--- config.mk ---
export PLATFORM = sky130hd
export DESIGN_NAME = gbe_width_acc
export DESIGN_NICKNAME = d
export VERILOG_FILES = /design/src/gbe_pkg.sv /design/src/gbe_width_acc.sv
export SDC_FILE = /design/constraint.sdc
export NUM_CORES = 1
export LEC_CHECK = 0
export ABC_AREA = 1
export BUFFER_PORTS_ARGS = -buffer_cell sky130_fd_sc_hd__buf_2
export CAP_MARGIN = 10
export CORE_AREA = 2 2 51 53
export DETAILED_ROUTE_END_ITERATION = 7
export DIE_AREA = 0 0 53 55
export MAX_ROUTING_LAYER = met4
export PLACE_DENSITY = 0.82
export SLEW_MARGIN = 20
export SYNTH_ARGS = -nofsm -noshare
export SYNTH_HDL_FRONTEND = slang
export SYNTH_SLANG_ARGS = --single-unit
--- constraint.sdc ---
create_clock -name clk -period 2.3 [get_ports clk]
set_input_delay 0.115 -clock clk [delete_from_list [all_inputs] [get_ports clk]]
set_output_delay 0.115 -clock clk [all_outputs]
set_load 0.05 [all_outputs]
--- src/gbe_pkg.sv ---
`default_nettype none
// ----------------------------------------------------------------------------
// gbe_pkg
// Shared constants, command and status codes and control types of the
// gap buffer line editor.
// ----------------------------------------------------------------------------
package gbe_pkg;

    localparam int CAPACITY_DEF = 1024;
    localparam int TAB_STOP_DEF = 8;

    localparam int ACTION_W = 3;
    localparam int CHAR_W   = 8;
    localparam int INDEX_W  = 10;
    localparam int COUNT_W  = 11;
    localparam int WIDTH_W  = 14;
    localparam int STATUS_W = 2;

    localparam logic [CHAR_W-1:0]  TAB_CHAR  = 8'd9;
    localparam logic [WIDTH_W-1:0] WIDTH_MAX = 14'd16383;

    localparam logic [ACTION_W-1:0] ACT_INSERT     = 3'd0;
    localparam logic [ACTION_W-1:0] ACT_BACKSPACE  = 3'd1;
    localparam logic [ACTION_W-1:0] ACT_DELETE     = 3'd2;
    localparam logic [ACTION_W-1:0] ACT_MOVE_LEFT  = 3'd3;
    localparam logic [ACTION_W-1:0] ACT_MOVE_RIGHT = 3'd4;
    localparam logic [ACTION_W-1:0] ACT_READ       = 3'd5;
    localparam logic [ACTION_W-1:0] ACT_MEASURE    = 3'd6;

    localparam logic [STATUS_W-1:0] ST_OK        = 2'd0;
    localparam logic [STATUS_W-1:0] ST_NO_EFFECT = 2'd1;
    localparam logic [STATUS_W-1:0] ST_FULL      = 2'd2;
    localparam logic [STATUS_W-1:0] ST_RANGE     = 2'd3;

    typedef struct packed {
        logic clear;
        logic en;
    } meas_ctl_t;

endpackage
`default_nettype wire

--- src/gbe_width_acc.sv ---
`default_nettype none
// ----------------------------------------------------------------------------
// gbe_width_acc
// Display width accumulator: adds one column per byte, a tab jumps to the
// next tab stop; the reported width saturates.
// ----------------------------------------------------------------------------
module gbe_width_acc #(
    parameter int CAPACITY = gbe_pkg::CAPACITY_DEF,
    parameter int TAB_STOP = gbe_pkg::TAB_STOP_DEF
) (
    input  wire logic                        clk,
    input  wire gbe_pkg::meas_ctl_t          ctl,
    input  wire logic [gbe_pkg::CHAR_W-1:0]  char_in,
    output logic      [gbe_pkg::WIDTH_W-1:0] width
);

    localparam int WW_RAW = $clog2(CAPACITY * TAB_STOP + 1);
    localparam int WW     = (WW_RAW > gbe_pkg::WIDTH_W) ? WW_RAW : gbe_pkg::WIDTH_W + 1;
    localparam int CW     = (TAB_STOP > 1) ? $clog2(TAB_STOP) : 1;

    logic [WW-1:0] w_reg;
    logic [WW-1:0] w_next;
    logic [CW-1:0] col_reg;
    logic [CW-1:0] col_next;
    logic [CW:0]   col_inc;

    always_comb
    begin
        col_inc  = {1'b0, col_reg} + (CW+1)'(1);
        w_next   = w_reg;
        col_next = col_reg;
        if (ctl.clear)
        begin
            w_next   = '0;
            col_next = '0;
        end
        else if (ctl.en)
        begin
            if (char_in == gbe_pkg::TAB_CHAR)
            begin
                w_next   = w_reg + (WW'(TAB_STOP) - WW'(col_reg));
                col_next = '0;
            end
            else
            begin
                w_next   = w_reg + WW'(1);
                col_next = (col_inc == (CW+1)'(TAB_STOP)) ? '0 : col_inc[CW-1:0];
            end
        end
    end

    always_ff @(posedge clk)
    begin
        w_reg   <= w_next;
        col_reg <= col_next;
    end

    assign width = (w_reg > WW'(gbe_pkg::WIDTH_MAX)) ? gbe_pkg::WIDTH_MAX
                                                     : w_reg[gbe_pkg::WIDTH_W-1:0];

endmodule
`default_nettype wire

==> metrics.md <==
| Metric | Value |
|---|---|
| Status | completed |
| Mean cell area of the mapped netlist | 6.160 µm² |
| Clk sink count | 18 |
| Postcts setup bufs | 0 |
| DRT Wirelength | roughly 2500 µm |
| Dominant cells by area after synthesis | dfxtp_1, nand2_1, inv_1 |
| Clock buffer depth | 2 |
| Crit Path Category | flip-flop to flip-flop |
| Overall routing resource usage | approximately 20% |
| Post-synth EDFFs | 0 |
| Mapped Cells | 196 |
| Fraction of layout cells with a size suffix above 1 | around 18% |
| Yosys top cell area share | between 20 and 30% |
| Synth Warn # | 0 |
| I/O Buffers | 24 |
| Ys flop type | dfxtp_1 |
| First-pass GRT wire length | about 4200 µm |
| Netlist Area Pre-Place | around 0.0012 mm² |
| P_int | around 0.00045 W |
| Largest fanout on the critical path | 6 |
| Total number of vias | approximately 1,200 |
| Peak VDD IR | ~0.00032 V |
| Number of antenna-violating nets in the routed design | 0 |
| Post-CTS Resized | 0 |
| Comb pwr share | 14.6% |
| Hold_buf cts | 0 |
| Max incr delay on CP | roughly 0.43 ns |
| Vias in the first global route | approximately 1,000 |
| Slew at the pin with the worst max-slew slack | 0.4027 ns |
| Post-synthesis async set-or-reset flop share | 0% |
| Iter 0 DRT Violations | 45 |
| Root Driver | clkbuf_4 |
| Antenna cells | 0 |
| Final Util | 58.99% |
| DRT Pass-1 Iters | 4 |
| Setup TNS | 0 ns |
| Inst Count DP | about 250 |
| I/O pin count | 25 |
| Slowest stage cell, crit path | fa_1 |
| P per Cell Area | 441.4 mW/mm² |
| Die width | between 50 and 60 µm |
| H-tree depth | 1 |
| Part of the cycle the worst path needs | about 89% |
| Critical Path Start Type | flip-flop |
| #FFs+latches synth | 18 |
| Count leader, synth | nand2_1 |
| Register Area | roughly 370 µm² |
| Crit path DAT | around 2.3 ns |
| Most frequent cells after synthesis | nand2_1, inv_1, nor2_1 |
| Max_cap viols | 0 |
| Fmax | roughly 500 MHz |
| Fill count | 238 |
| Grt total ovfl | 0 |
| Per-cell routed wire length | about 9.8 µm |
| Initial antenna violation count | 0 |
| CTS tree | yes |
| Family with the most delay on the worst path | simple AND/OR/NAND/NOR gates |
| Final hold vios | 0 |
| Syn nets | 215 |
| Nets | roughly 240 |
| Crit end category | flip-flop |
| Area of the multi-input gates | 693.2 µm² |
| Area growth, synth to finish | 15.54% |
| Worst Path Required | 2.54 ns |
| Hold Path Class | input port to flip-flop |
| Sw Pwr | 0.0001678 W |
| Fin crit period | 2.043 ns |
| Sequential share of the synthesized area | 29.84% |
| Sequential share of power | 53.2% |
| Die area | 0.002915 mm² |
| Worst path cell trace | inv_1 > ha_1 > inv_1 > nor2_2 > inv_1 > fa_1 > nor2_2 > nor2_1 > nor2_4 > nand2_1 > nand2_1 > nand2_1 > nor2_1 |
| TritonCTS buffer count | 3 |
| Clock Skew | about 0.0025 ns |
| Pin count of the biggest net entering global routing | 14 |
| Setup violators final | 0 |
| DP HPWL | 1922 µm |
| Area leader, netlist | dfxtp_1 |
| Area of the core | roughly 0.0024 mm² |
| Routability cong. | between 0.8 and 0.9 |
| Yosys cell types | 22 |
| Pleak | slightly below 0.8 nW |
| Clock network power share | 32.2% |
| Slew HR | 73.12% |
| # DRC | 0 |
| Fin cells | 251 |
| CP bufs+invs | 3 |
| Vias per cell | between 4 and 5 |
| Initial Utilization | 51.06% |
| Worst-path clk slew | approximately 0.11 ns |
| Max reg flops | 15 |
| Row cnt | 18 |
| Slew Limit Fails | 0 |
| Net Sw Frac | between 20% and 30% |
| Fin Hold WS | 0.05019 ns |
| Die height | between 50 and 60 µm |
| Worst-Skew Late Latency | 0.30 ns |
==> per-stage QoR <==
stage	instance area, µm²	total power [W]	setup WS [ns]
after floorplan	1207	0.0004002	0.3273
after detailed placement	1351	0.0004247	0.1596
after global placement	1351	0.0004233	0.2109
final	1395	0.0006159	0.2574
after CTS	1388	0.0006206	0.1407
after global routing	1395	0.0006481	-0.009241
==> power by group through the flow <==
| stage | logic [W] | clock network (W) | registers (W) |
|---|---|---|---|
| 5_1_grt | 0.000101 | 0.000218 | 0.000329 |
| 3_5_place_dp | 0.0000901 | 0 | 0.000335 |
| 3_3_place_gp | 0.0000893 | 0 | 0.000334 |
| 6_report | 0.0000900 | 0.000198 | 0.000327 |
| 2_1_floorplan | 0.0000675 | 0 | 0.000333 |
| 4_1_cts | 0.0000903 | 0.000203 | 0.000327 |
==> cell type report <==
cell class / instances / share of cell area [%]
Inverter: 38 / 10.22
Tap cell: 30 / 2.691
Timing Repair Buffer: 24 / 8.610
Multi-Input combinational cell: 137 / 49.69
Sequential cell: 18 / 26.19
Clock buffer: 4 / 2.601
==> cell usage in the layout (no fill, tap or decap) <==
cell | Yosys | routed
nor2_2 | 3 | 4
nor2_1 | 25 | 24
ha_1 | 7 | 7
nand2_1 | 54 | 54
inv_2 | 1 | 1
nor2_4 | 1 | 1
xor2_1 | 1 | 1
clkbuf_4 | 0 | 3
dfxtp_2 | 0 | 1
o21ai_1 | 1 | 1
inv_1 | 37 | 37
dfxtp_4 | 0 | 1
buf_2 | 2 | 24
nand2_2 | 1 | 1
nor3b_1 | 2 | 2
nand4_1 | 4 | 4
dfxtp_1 | 18 | 16
nor3_1 | 3 | 3
clkbuf_8 | 0 | 1
o21ai_0 | 8 | 8
or2_2 | 3 | 3
fa_1 | 1 | 1
a21oi_1 | 10 | 10
nand3_1 | 11 | 11
xnor2_1 | 2 | 2
==> metal layers <==
metal	wire, µm	GRT usage, %
met5	0	-
met4	57	8.547
met3	86	2.419
met2	1170	34.79
met1	1148	24.01
==> worst paths after layout <==
| path | cells past startpoint | startpoint | slack [ns] | end |
|---|---|---|---|---|
| setup / recovery | 13 | col_reg[0]$_SDFFE_PP0P_ | 0.26 | w_reg[10]$_SDFFE_PP0P_ |
| hold / removal | 2 | ctl[1] | 0.05 | col_reg[1]$_SDFFE_PP0P_ |
| setup reg to reg | 13 | col_reg[0]$_SDFFE_PP0P_ | 0.26 | w_reg[10]$_SDFFE_PP0P_ |
| hold reg to reg | 2 | col_reg[1]$_SDFFE_PP0P_ | 0.52 | col_reg[1]$_SDFFE_PP0P_ |
==> cells by family (layout without fill, tap and decap cells) <==
kind of cell / count (synthesis) / count (layout) / synth area share, %
DFF: 18 / 18 / 29.84
adders and majority gates: 8 / 8 / 8.912
buffers and inverters: 41 / 66 / 12.95
AOI/OAI and AO/OA: 19 / 19 / 7.876
xor gates and xnor gates: 3 / 3 / 2.177
and+or+nand+nor: 107 / 107 / 38.24
Power figures use the tool's default switching activity.
